## src/rtl/core/gbc_pkg.sv

```systemverilog
// ----------------------------------------------------------------------------
// gbc_pkg
// Shared types, constants and helpers for the glyph bitmap classifier.
// ----------------------------------------------------------------------------
package gbc_pkg;

  localparam int unsigned RowsN    = 16;
  localparam int unsigned ColsN    = 8;
  localparam int unsigned CfgIdxW  = 3;
  localparam int unsigned CfgDataW = 8;

  // arm region column masks, MSB is column 0
  localparam logic [7:0] ArmVertMask  = 8'h3C;
  localparam logic [7:0] ArmLeftMask  = 8'hE0;
  localparam logic [7:0] ArmRightMask = 8'h07;

  // register indexes
  localparam logic [CfgIdxW-1:0] RegFullMin  = 3'd0;
  localparam logic [CfgIdxW-1:0] RegHorizMin = 3'd1;
  localparam logic [CfgIdxW-1:0] RegVertMin  = 3'd2;
  localparam logic [CfgIdxW-1:0] RegDotMax   = 3'd3;

  localparam logic [7:0] FullMinRst  = 8'd45;
  localparam logic [3:0] HorizMinRst = 4'd5;
  localparam logic [4:0] VertMinRst  = 5'd6;
  localparam logic [7:0] DotMaxRst   = 8'd4;

  typedef enum logic [3:0] {
    ClsBlank     = 4'd0,
    ClsFull      = 4'd1,
    ClsCross     = 4'd2,
    ClsTeeRight  = 4'd3,
    ClsTeeLeft   = 4'd4,
    ClsTeeDown   = 4'd5,
    ClsTeeUp     = 4'd6,
    ClsCornerDR  = 4'd7,
    ClsCornerDL  = 4'd8,
    ClsCornerUR  = 4'd9,
    ClsCornerUL  = 4'd10,
    ClsHoriz     = 4'd11,
    ClsVert      = 4'd12,
    ClsDot       = 4'd13,
    ClsShade     = 4'd14
  } shape_t;

  typedef struct packed {
    logic [7:0] full_min;
    logic [3:0] horiz_min;
    logic [4:0] vert_min;
    logic [7:0] dot_max;
  } cfg_t;

  typedef struct packed {
    logic [7:0] total;     // 0..128
    logic [3:0] max_row;   // 0..8
    logic [4:0] max_col;   // 0..16
    logic       arm_top;
    logic       arm_bot;
    logic       arm_left;
    logic       arm_right;
  } feat_t;

  function automatic logic [3:0] popcount8(input logic [7:0] b);
    logic [3:0] n;
    n = '0;
    for (int i = 0; i < 8; i++) begin
      n = n + {3'd0, b[i]};
    end
    return n;
  endfunction

endpackage

```

## src/rtl/core/gbc_feat.sv

```systemverilog
// ----------------------------------------------------------------------------
// gbc_feat
// Pixel count, widest row, tallest column and arm region hits of one glyph.
// ----------------------------------------------------------------------------
module gbc_feat
  import gbc_pkg::*;
(
  input  logic [63:0] rows_top,
  input  logic [63:0] rows_bottom,
  output feat_t       feat
);

  logic [7:0] rows    [RowsN];
  logic [3:0] row_w   [RowsN];
  logic [4:0] col_cnt [ColsN];
  logic [3:0] rmax8   [8];
  logic [3:0] rmax4   [4];
  logic [3:0] rmax2   [2];
  logic [4:0] cmax4   [4];
  logic [4:0] cmax2   [2];
  logic [5:0] csum4   [4];
  logic [6:0] csum2   [2];
  logic       hit_t, hit_b, hit_l, hit_r;

  always_comb begin
    for (int r = 0; r < 8; r++) begin
      rows[r]     = rows_top[8*(7-r) +: 8];
      rows[r + 8] = rows_bottom[8*(7-r) +: 8];
    end
    for (int r = 0; r < RowsN; r++) begin
      row_w[r] = popcount8(rows[r]);
    end
    for (int c = 0; c < ColsN; c++) begin
      col_cnt[c] = {1'b0, popcount8({rows[0][7-c], rows[1][7-c], rows[2][7-c],
                                     rows[3][7-c], rows[4][7-c], rows[5][7-c],
                                     rows[6][7-c], rows[7][7-c]})}
                 + {1'b0, popcount8({rows[8][7-c], rows[9][7-c], rows[10][7-c],
                                     rows[11][7-c], rows[12][7-c], rows[13][7-c],
                                     rows[14][7-c], rows[15][7-c]})};
    end

    // max and sum trees
    for (int i = 0; i < 8; i++) begin
      rmax8[i] = (row_w[2*i] > row_w[2*i+1]) ? row_w[2*i] : row_w[2*i+1];
    end
    for (int i = 0; i < 4; i++) begin
      rmax4[i] = (rmax8[2*i] > rmax8[2*i+1]) ? rmax8[2*i] : rmax8[2*i+1];
      cmax4[i] = (col_cnt[2*i] > col_cnt[2*i+1]) ? col_cnt[2*i] : col_cnt[2*i+1];
      csum4[i] = {1'b0, col_cnt[2*i]} + {1'b0, col_cnt[2*i+1]};
    end
    for (int i = 0; i < 2; i++) begin
      rmax2[i] = (rmax4[2*i] > rmax4[2*i+1]) ? rmax4[2*i] : rmax4[2*i+1];
      cmax2[i] = (cmax4[2*i] > cmax4[2*i+1]) ? cmax4[2*i] : cmax4[2*i+1];
      csum2[i] = {1'b0, csum4[2*i]} + {1'b0, csum4[2*i+1]};
    end

    hit_t = 1'b0;
    hit_b = 1'b0;
    hit_l = 1'b0;
    hit_r = 1'b0;
    for (int r = 0; r <= 6; r++) begin
      hit_t = hit_t | (|(rows[r] & ArmVertMask));
      hit_b = hit_b | (|(rows[r + 9] & ArmVertMask));
      hit_l = hit_l | (|(rows[r + 5] & ArmLeftMask));
      hit_r = hit_r | (|(rows[r + 5] & ArmRightMask));
    end

    feat.total     = {1'b0, csum2[0]} + {1'b0, csum2[1]};
    feat.max_row   = (rmax2[0] > rmax2[1]) ? rmax2[0] : rmax2[1];
    feat.max_col   = (cmax2[0] > cmax2[1]) ? cmax2[0] : cmax2[1];
    feat.arm_top   = hit_t;
    feat.arm_bot   = hit_b;
    feat.arm_left  = hit_l;
    feat.arm_right = hit_r;
  end

endmodule

```

## src/rtl/core/gbc_classify.sv

```systemverilog
// ----------------------------------------------------------------------------
// gbc_classify
// Fixed-priority shape decision from registered features and thresholds.
// ----------------------------------------------------------------------------
module gbc_classify
  import gbc_pkg::*;
(
  input  feat_t  feat,
  input  cfg_t   cfg,
  output shape_t cls
);

  logic t, b, l, r;

  always_comb begin
    t = feat.arm_top;
    b = feat.arm_bot;
    l = feat.arm_left;
    r = feat.arm_right;
    // empty glyph wins even over a zero full-block threshold
    if (feat.total == '0)                 cls = ClsBlank;
    else if (feat.total >= cfg.full_min)  cls = ClsFull;
    else if (t && b && l && r)            cls = ClsCross;
    else if (t && b && r && !l)           cls = ClsTeeRight;
    else if (t && b && l && !r)           cls = ClsTeeLeft;
    else if (b && l && r && !t)           cls = ClsTeeDown;
    else if (t && l && r && !b)           cls = ClsTeeUp;
    else if (b && r && !t && !l)          cls = ClsCornerDR;
    else if (b && l && !t && !r)          cls = ClsCornerDL;
    else if (t && r && !b && !l)          cls = ClsCornerUR;
    else if (t && l && !b && !r)          cls = ClsCornerUL;
    else if (feat.max_row >= cfg.horiz_min) cls = ClsHoriz;
    else if (feat.max_col >= cfg.vert_min)  cls = ClsVert;
    else if (feat.total <= cfg.dot_max)     cls = ClsDot;
    else                                    cls = ClsShade;
  end

endmodule

```

## src/rtl/core/glyph_bitmap_classifier_unit.sv

```systemverilog
// A beat accepted into the input register moves to the feature register, then
// the result register; one glyph per cycle while out_stall is low. The feature
// stage (popcount, max trees) and the priority compare sit between registers.
// Each stage holds only while the one after it is full and stalled.
// Reset (rst, synchronous) empties all stages and loads default thresholds.
// ----------------------------------------------------------------------------
// glyph_bitmap_classifier_unit
// Input register, feature register and result register around the
// feature extraction and classification logic.
// ----------------------------------------------------------------------------
module glyph_bitmap_classifier_unit
  import gbc_pkg::*;
(
  input  logic                clk,
  input  logic                rst,
  input  logic                in_valid,
  output logic                in_stall,
  input  logic [63:0]         rows_top,
  input  logic [63:0]         rows_bottom,
  output logic                out_valid,
  input  logic                out_stall,
  output logic [3:0]          shape_class,
  input  logic                cfg_wr_en,
  input  logic [CfgIdxW-1:0]  cfg_index,
  input  logic [CfgDataW-1:0] cfg_data
);

  cfg_t        cfg;
  logic        in_vld;
  logic [63:0] top_q, bot_q;
  logic        feat_vld;
  feat_t       feat_d, feat_q;
  shape_t      cls_d;
  logic        out_ready, feat_ready, in_ready;

  assign out_ready  = !out_valid || !out_stall;
  assign feat_ready = !feat_vld || out_ready;
  assign in_ready   = !in_vld || feat_ready;
  assign in_stall   = !in_ready;

  always_ff @(posedge clk) begin
    if (rst) begin
      cfg.full_min  <= FullMinRst;
      cfg.horiz_min <= HorizMinRst;
      cfg.vert_min  <= VertMinRst;
      cfg.dot_max   <= DotMaxRst;
    end else if (cfg_wr_en) begin
      case (cfg_index)
        RegFullMin:  cfg.full_min  <= cfg_data;
        RegHorizMin: cfg.horiz_min <= cfg_data[3:0];
        RegVertMin:  cfg.vert_min  <= cfg_data[4:0];
        RegDotMax:   cfg.dot_max   <= cfg_data;
        default: ;
      endcase
    end
  end

  always_ff @(posedge clk) begin
    if (rst) begin
      in_vld    <= 1'b0;
      feat_vld  <= 1'b0;
      out_valid <= 1'b0;
    end else begin
      if (in_ready)   in_vld    <= in_valid;
      if (feat_ready) feat_vld  <= in_vld;
      if (out_ready)  out_valid <= feat_vld;
    end
  end

  always_ff @(posedge clk) begin
    if (in_ready && in_valid) begin
      top_q <= rows_top;
      bot_q <= rows_bottom;
    end
    if (feat_ready && in_vld) feat_q <= feat_d;
    if (out_ready && feat_vld) shape_class <= cls_d;
  end

  gbc_feat u_feat (
    .rows_top    (top_q),
    .rows_bottom (bot_q),
    .feat        (feat_d)
  );

  gbc_classify u_classify (
    .feat (feat_q),
    .cfg  (cfg),
    .cls  (cls_d)
  );

endmodule

```

## config.mk

```make
export PLATFORM = sky130hd
export DESIGN_NAME = glyph_bitmap_classifier_unit
export DESIGN_NICKNAME = d
export VERILOG_FILES = /design/src/rtl/core/gbc_pkg.sv /design/src/rtl/core/gbc_feat.sv /design/src/rtl/core/gbc_classify.sv /design/src/rtl/core/glyph_bitmap_classifier_unit.sv
export SDC_FILE = /design/constraint.sdc
export NUM_CORES = 1
export LEC_CHECK = 0
export ABC_AREA = 1
export BUFFER_PORTS_ARGS = -buffer_cell sky130_fd_sc_hd__buf_2
export CAP_MARGIN = 30
export CELL_PAD_IN_SITES_DETAIL_PLACEMENT = 0
export CELL_PAD_IN_SITES_GLOBAL_PLACEMENT = 2
export CORE_MARGIN = 3
export CORE_UTILIZATION = 38
export DETAILED_ROUTE_END_ITERATION = 16
export HOLD_SLACK_MARGIN = 0.03
export PLACE_DENSITY = 0.84
export SLEW_MARGIN = 20
export SYNTH_ARGS = -nofsm -noshare
export SYNTH_HDL_FRONTEND = slang
export SYNTH_HIERARCHICAL = 1
export SYNTH_SLANG_ARGS = --single-unit
export TNS_END_PERCENT = 10
```

## constraint.sdc

```tcl
create_clock -name clk -period 10.49 [get_ports clk]
set_clock_uncertainty 0.2 [all_clocks]
set_input_delay 0.5245 -clock clk [delete_from_list [all_inputs] [get_ports clk]]
set_output_delay 0.5245 -clock clk [all_outputs]
set_load 0.01 [all_outputs]
```

==> After elaboration in Yosys (flattened, before gate mapping) <==
Index checks and enable logic that the tools add are counted.
{ "totals": {"out_inout_bits": 6, "ff_bits": 181, "wordCells": 421} }
{ "classes": {"mux": 35, "n_eq_ne": 3, "n_addsub": 239, "reduce_logical": 74, "n_bitwise": 24, "n_lt_le_gt_ge": 26} }
{ "op_table": {"columns": ["op", "count"], "rows": [
  ["4-bit by 1-bit adder with 4-bit output", 192],
  ["4-bit two-way mux", 20],
  ["1-bit by 1-bit adder with 2-bit output", 32],
  ["4-bit greater-than comparator", 15],
  ["4-bit OR reduction", 15],
  ["3-bit OR reduction", 14],
  ["4-bit by 4-bit adder with 5-bit output", 8],
  ["5-bit greater-than comparator", 7],
  ["5-bit two-way mux", 7],
  ["1-bit logical AND", 25],
  ["5-bit by 5-bit adder with 6-bit output", 4],
  ["1-bit bitwise OR", 24],
  ["6-bit by 6-bit adder with 7-bit output", 2],
  ["3-bit two-way mux", 4],
  ["1-bit zero test", 9],
  ["7-bit by 7-bit adder with 8-bit output", 1],
  ["8-bit greater-or-equal comparator", 1],
  ["8-bit <= comparator", 1],
  ["8-bit zero test", 1],
  ["2-bit AND reduction", 4],
  ["8-bit OR reduction", 1],
  ["3-bit by 2-bit == test with 1-bit output (second input constant)", 2],
  ["2-bit two-way mux", 3],
  ["5-bit greater-or-equal comparator", 1],
  ["6 further kinds", 8]
]} }

==> Longest topological paths before layout <==
Gate-level depths: netlist of run 1.
{ "depth": {"depth_word": 15, "mapped_depth": 45, "mapped_depth_nobuf": 45} }

==> Modules after synthesis <==
Netlist of run 1, hierarchy kept.
{ "by_module_without_submodules": {"columns": ["mod", "seq_area_each_um2", "area_each_um2", "cells_each", "instances"], "rows": [
  ["gbc_feat", 0.0, 10457.5, 1390, 1],
  ["glyph_bitmap_classifier_unit", 5154.9, 5761.8, 312, 1],
  ["gbc_classify", 0.0, 919.6, 154, 1]
]} }

==> Least setup slack after synthesis of run 1 <==
Ideal clock, no wire load.
{ "synth_path": {"path_kind": "reg2reg", "startpoint": "register top_q[9]", "endpoint": "register feat_q[5] (netlist bit) (data pin)", "period_less_slack_ps": 7281, "path_slack_ps": 3209, "setup_ps": 271, "arrival_ps": 6811, "path_stages_with_launch": 31, "path_cell_list": "edfxtp_1 -> inv_1 -> fa_1 -> fa_1 -> fa_1 -> fa_1 -> inv_1 -> ha_1 -> fa_1 -> nand2_1 -> a21boi_0 -> ha_1 -> inv_1 -> nor2_1 -> nand2_1 -> o311ai_0 -> o31ai_1 -> o21ai_0 -> ha_1 -> a21oi_1 -> nor2_1 -> nor4_1 -> inv_1 -> o21ai_1 -> o21ai_0 -> ha_1 -> a21oi_1 -> nor2_1 -> o21bai_1 -> a32oi_2 -> o21ai_0"} }
{ "synth_lines": {"columns": ["element", "line_no", "source"], "rows": [
  ["from (decl)", "glyph_bitmap_classifier_unit.sv:30", "logic [63:0] top_q, bot_q;"],
  ["from (signal assigned)", "glyph_bitmap_classifier_unit.sv:72", "top_q <= rows_top;"],
  ["to (signal assigned)", "glyph_bitmap_classifier_unit.sv:75", "if (feat_ready && in_vld) feat_q <= feat_d;"],
  ["to (decl)", "glyph_bitmap_classifier_unit.sv:32", "feat_t feat_d, feat_q;"]
]} }

==> results of run 1 <==
==> registers in the layout, indices dropped and copies added, names as in the netlist <==
register	cells
bot_q	64
cfg	25
feat_q	21
feat_vld	1
in_vld	1
out_valid	1
shape_class	4
top_q	64
==> final cells by class <==
type | instances | area, um^2 | share of cell area (%)
Clock buffer | 18 | 429.2 | 2.099
Clock inverter | 13 | 170.2 | 0.8324
Inverter | 526 | 1981 | 9.688
Multi-Input combinational cell | 1140 | 9926 | 48.55
Sequential cell | 181 | 5155 | 25.22
Tap cell | 592 | 740.7 | 3.623
Timing Repair Buffer | 279 | 2042 | 9.988
==> Yosys cell counts (2+ instances only) <==
library cell / number / share of area (%)
inv_1: 514 / 11
nand2_1: 287 / 6.3
ha_1: 213 / 16
fa_1: 173 / 20
edfxtp_1: 153 / 27
nand3_1: 82 / 2.4
nor2_1: 80 / 1.8
o21ai_0: 71 / 2.1
a21oi_1: 52 / 1.5
nand4_1: 30 / 1.1
dfxtp_1: 28 / 3.3
xor2_1: 20 / 1.0
nand2_2: 17 / 0.62
nor4_1: 17 / 0.62
o21ai_1: 13 / 0.38
inv_2: 10 / 0.22
xnor2_1: 8 / 0.41
and2_1: 7 / 0.26
nor3_1: 7 / 0.20
o21bai_1: 6 / 0.26
buf_4: 5 / 0.22
nand2_4: 5 / 0.33
nand3_2: 4 / 0.23
o211ai_1: 4 / 0.18
o21a_1: 4 / 0.18
o21ai_2: 4 / 0.20
buf_6: 3 / 0.20
nor2_2: 3 / 0.11
a21boi_0: 2 / 0.088
a21oi_2: 2 / 0.10
a32oi_1: 2 / 0.10
a32oi_2: 2 / 0.19
nand3b_1: 2 / 0.088
nor2_4: 2 / 0.13
nor4_2: 2 / 0.15
or2_2: 2 / 0.073
xor2_2: 2 / 0.19
==> path summary, 6_finish.rpt <==
| path | to | start | slack (ps) |
|---|---|---|---|
| hold reg to reg | cfg[9]$_SDFFE_PP1P_ | cfg[9]$_SDFFE_PP1P_ | 260 |
| hold / removal | top_q[58]$_DFFE_PP_ | rows_top[58] | 70 |
| setup reg to reg | feat_q[7]$_DFFE_PP_ | top_q[9]$_DFFE_PP_ | 2210 |
| setup / recovery | feat_q[7]$_DFFE_PP_ | top_q[9]$_DFFE_PP_ | 2210 |
==> metrics by stage <==
| stage | setup WS [ps] | cells | hold WS (ps) | util, % | cell area [um^2] |
|---|---|---|---|---|---|
| 6_report | 2207 | 2749 | 69.48 | 46.03 | 20440 |
| 3_3_place_gp | 2627 | 2590 | 243.9 | 41.80 | 18560 |
| 5_1_grt | 1533 | 2749 | 45.15 | 46.03 | 20440 |
| 2_1_floorplan | 3209 | 1856 | 228.9 | - | 17140 |
| 4_1_cts | 2240 | 2749 | 32.89 | 46.03 | 20440 |
| 3_5_place_dp | 2236 | 2590 | 247.0 | 41.80 | 18560 |
==> per-layer routing <==
metal / vias up / wire length (um)
met5: - / 0
li1: 6401 / -
met3: 65 / 2501
met4: 0 / 1415
met2: 311 / 23280
met1: 6096 / 20420
==> worst register-to-register path, delay by kind of cell, from the launching register on <==
family | cells | cell delay, ps
DFF | 1 | 430
AOI/OAI and AO/OA | 11 | 2670
and+or+nand+nor | 6 | 800
buffers and inverters | 4 | 290
adders and majority gates | 9 | 3630
==> kinds of logic after synthesis <==
group                      count (synthesis)  share of synthesized area (%)
and+or+nand+nor                          553                          14.75
buffers and inverters                    535                          12.05
adders and majority gates                386                          35.76
DFF                                      181                          30.08
AOI/OAI and AO/OA                        171                          5.745
xor gates and xnor gates                  30                          1.621
==> impl_metrics.toml, run 1 <==
[yosys]
syn_nets = 2386
synth_warnings = 6
ys_seq_area_share_pct = 30.08
synth-seq-cells = 181
synth_cells = 1856
synth_flop_cell = "edfxtp_1"
synth.distinct_cells = 55
synth_edf_count = 153
synth_area_um2 = 17140
async_flop_share_pct = 0
avgSynthCellArea_um2 = 9.234

[detailed_routing]
ant_nets = 0
wl_per_cell_um = 17.32
firstDrtPassIters = 5
wirelength_mm = 47.62
detail_route.drc_violations = 0
drt_iter0_drc = 771
via_per_inst = 4.683
vias = 12870

[run]
cap_viol_max_count = 0

[clock_tree]
cts_sinks = 181
clk_latency_ps = 490
ctsResizeCount = 0
cts_made_buffers = 17
clk_pin_slew_ps = 80
h-tree-depth = 4
root_buffer = "clkbuf_16"
ctsHoldBuffers = 128
postCtsSetupRepairBufs = 0
tritoncts = "done"
cts_max_path_buffers = 2

[sta]
fmax_mhz = 120.7
slew_viol_final = 0
tns_ps = 0
rsz0062_at_grt = "false"
relSlewSlack_pct = 37.61
finalSetupViolCount = 0
hold_viol = 0
fin_crit_ps = 8283
min_period_over_period_pct = 78.96
tightest_slew_ps = 935.9

[setup_path]
cp_max_fo = 10
start_kind = "flip-flop"
path_class = "reg -> reg"
path_depth = 30
cpLargestDelayFamily = "adder cells"
worstPathArrival_ps = 8310
crit_slowest_cell = "fa_1"
cp_slowest_stage_delay_ps = 600
critPathMostFrequentCell = "fa_1"
r2r_cells = 30
path_buf_inv = 4
critical_path_required_ps = 10520
endpoint_kind = "flip-flop"

[placement]
gp_congestion = 0.9092
dpl.hpwl_mm = 39.75
io_buffers = 149

[run_status]
status = "finished clean"

[floorplan]
start_util_pct = 38.59
core-area_um2 = 44410
dieHeight_um = 218.4
dieArea_um2 = 47690
rows = 77
die_w_um = 218.4
io_pins = 150

[final_layout]
final_common_cell = "inv_1"
area_growth_pct = 19.28
antenna_cells = 0
layout-drive-gt1-share_pct = 11.27
final_nets = 2675
final_cell_mix = "inv_1, nand2_1, ha_1, fa_1, edfxtp_1"
fillers = 4233

[grt]
track_usage_pct = 20.62
antenna_found_initial = 0
use_met2_pct = 35.69
use_met3_pct = 4.533
grt-ovfl-total = 0
grt_util_met1_pct = 25.31
grt_pass1_vias = 13280
grt_max_degree = 73
grt_pass1_wl_mm = 73.15
top_usage_layer = "met2"

[hold_path]
hold_path.class = "in -> reg"
hold_depth = 1
Power of run 1 is not shown: default switching activity piles up to over one toggle a cycle in this logic, so the estimate is an artifact.
==> run 2, diff against run 1 <==
--- a/config.mk
+++ b/config.mk
@@ -11,10 +11,10 @@
 export CELL_PAD_IN_SITES_DETAIL_PLACEMENT = 0
 export CELL_PAD_IN_SITES_GLOBAL_PLACEMENT = 2
 export CORE_MARGIN = 3
-export CORE_UTILIZATION = 38
+export CORE_UTILIZATION = 35
 export DETAILED_ROUTE_END_ITERATION = 16
 export HOLD_SLACK_MARGIN = 0.03
-export PLACE_DENSITY = 0.84
+export PLACE_DENSITY = 0.82
 export SLEW_MARGIN = 20
 export SYNTH_ARGS = -nofsm -noshare
 export SYNTH_HDL_FRONTEND = slang
==> constraint.sdc (replaced) <==
create_clock -name clk -period 7.47 [get_ports clk]
set_clock_uncertainty 0.2 [all_clocks]
set_input_delay 0.3735 -clock clk [delete_from_list [all_inputs] [get_ports clk]]
set_output_delay 0.3735 -clock clk [all_outputs]
set_load 0.01 [all_outputs]
==> run 2 against run 1 <==
  * Maximum frequency rose by 13%
  * Via count up 5.5%
  * Core utilization rose by 1.9 points
  * Critical path type unchanged
==> impl_metrics.toml, run 2 (synthesis gave the netlist of run 1 again) <==
[detailed_routing]
via_per_inst = 4.584
ant_nets = 0
vias = 13580
firstDrtPassIters = 5
wirelength_mm = 50.37
wl_per_cell_um = 17.01
detail_route.drc_violations = 0
drt_iter0_drc = 784

[floorplan]
rows = 80
core-area_um2 = 48050
start_util_pct = 35.67
io_pins = 150
dieHeight_um = 227.3
die_w_um = 227.3
dieArea_um2 = 51660

[sta]
min_period_over_period_pct = 98.17
finalSetupViolCount = 0
whs_ps = 95.22
slew_viol_final = 0
fin_crit_ps = 7333
hold_viol = 0
rsz0062_at_grt = "true"
relSlewSlack_pct = 47.31
tightest_slew_ps = 789.6
fmax_mhz = 136.4
tns_ps = 0

[grt]
antenna_found_initial = 0
grt_pass1_wl_mm = 76.40
grt_pass1_vias = 14140
grt-ovfl-total = 0
grt_max_degree = 81
track_usage_pct = 19.74

[final_layout]
layout-drive-gt1-share_pct = 26.76
largest_registers = "bot_q: 64 flops, top_q: 64 flops, cfg: 25 flops"
fin_cells = 2962
final_cell_mix = "inv_1, nand2_1, ha_1, buf_4, fa_1"
antenna_cells = 0
final_common_cell = "inv_1"
final_nets = 2864
fillers = 4485
area_growth_pct = 34.40

[setup_path]
cp_max_fo = 6
path_class = "reg -> reg"
r2r-start = "top_q[48]$_DFFE_PP_"
critPathMostFrequentCell = "inv_2"
cp_slowest_stage_delay_ps = 610
endpoint_kind = "flip-flop"
start_kind = "flip-flop"
timing.rr.end = "feat_q[11]$_DFFE_PP_"
worstPathArrival_ps = 7360
crit_slowest_cell = "fa_1"
critical_path_required_ps = 7490
rrSetupSlack_ps = 140
r2r_cells = 43

[placement]
dp_cells = 2746
dpl.hpwl_mm = 40.98
gp_congestion = 0.9110
io_buffers = 149

[clock_tree]
cts_max_path_buffers = 2
clk_latency_ps = 480
root_buffer = "clkbuf_16"
cts_sinks = 181
h-tree-depth = 4
tritoncts = "done"
cts_made_buffers = 17
clk_pin_slew_ps = 80

[run_status]
status = "finished clean"

[hold_path]
hold_depth = 5
hold_path.class = "in -> reg"
worst_hold_path.endpoint = "cfg[10]$_SDFFE_PP1P_"
holdCritStartpoint = "cfg_index[2]"

[run]
cap_viol_max_count = 0
==> run 2: layout make-up <==
cell class              instances  area, um^2  share of cell area, %
clock buffers                  17       425.4                  1.847
clock inverters                15       166.4                 0.7224
inverters                     526        1983                  8.609
multi-input cells            1141       11010                  47.79
flip-flops and latches        181        5155                  22.38
well taps                     615       769.5                  3.341
repair buffers                467        3527                  15.31
==> run 2: worst max-delay path by stage <==
stage / from / to / cells after the start
floorplan: top_q[9]$_DFFE_PP_ / feat_q[5]$_DFFE_PP_ / 30
finish: top_q[48]$_DFFE_PP_ / feat_q[11]$_DFFE_PP_ / 43
detailed placement: top_q[2]$_DFFE_PP_ / feat_q[6]$_DFFE_PP_ / 31
global route: bot_q[57]$_DFFE_PP_ / feat_q[11]$_DFFE_PP_ / 43
global placement: top_q[45]$_DFFE_PP_ / feat_q[7]$_DFFE_PP_ / 35
CTS: top_q[51]$_DFFE_PP_ / feat_q[11]$_DFFE_PP_ / 44
==> run 2: critical path: cells and delay by family, from the launching register on <==
kind / cells / cell delay [ps]
buffers and inverters: 11 / 830
DFF: 1 / 510
AOI/OAI and AO/OA: 7 / 780
adders and majority gates: 9 / 3340
and+or+nand+nor: 16 / 1410
==> run 2: timing repair <==
item,CTS,global route
setup buffers,10,31
endpoints found under the setup margin,9,11
hold endpoints to repair,152,0
pin swaps,30,102
gates resized for setup,69,229
gates cloned,1,0
hold buffers,142,0
==> run 2: per-stage QoR <==
step	setup WS, ps	utilization [%]	area (um^2)
floorplan	188.5	-	17140
global placement	-162.2	40.77	19590
detailed placement	-331.1	40.77	19590
CTS	14.61	45.62	21920
global route	-219.3	47.94	23030
finish	136.6	47.94	23030
==> run 2: per-layer routing <==
metal / vias to the layer above / GRT usage, % / wire (um)
met1: 6440 / 24.42 / 21670
met2: 288 / 34.60 / 25190
met3: 65 / 3.495 / 1992
met4: 0 / 7.308 / 1513
met5: - / 0 / 0
li1: 6784 / - / -
Power of run 2 is left out for the same reason.
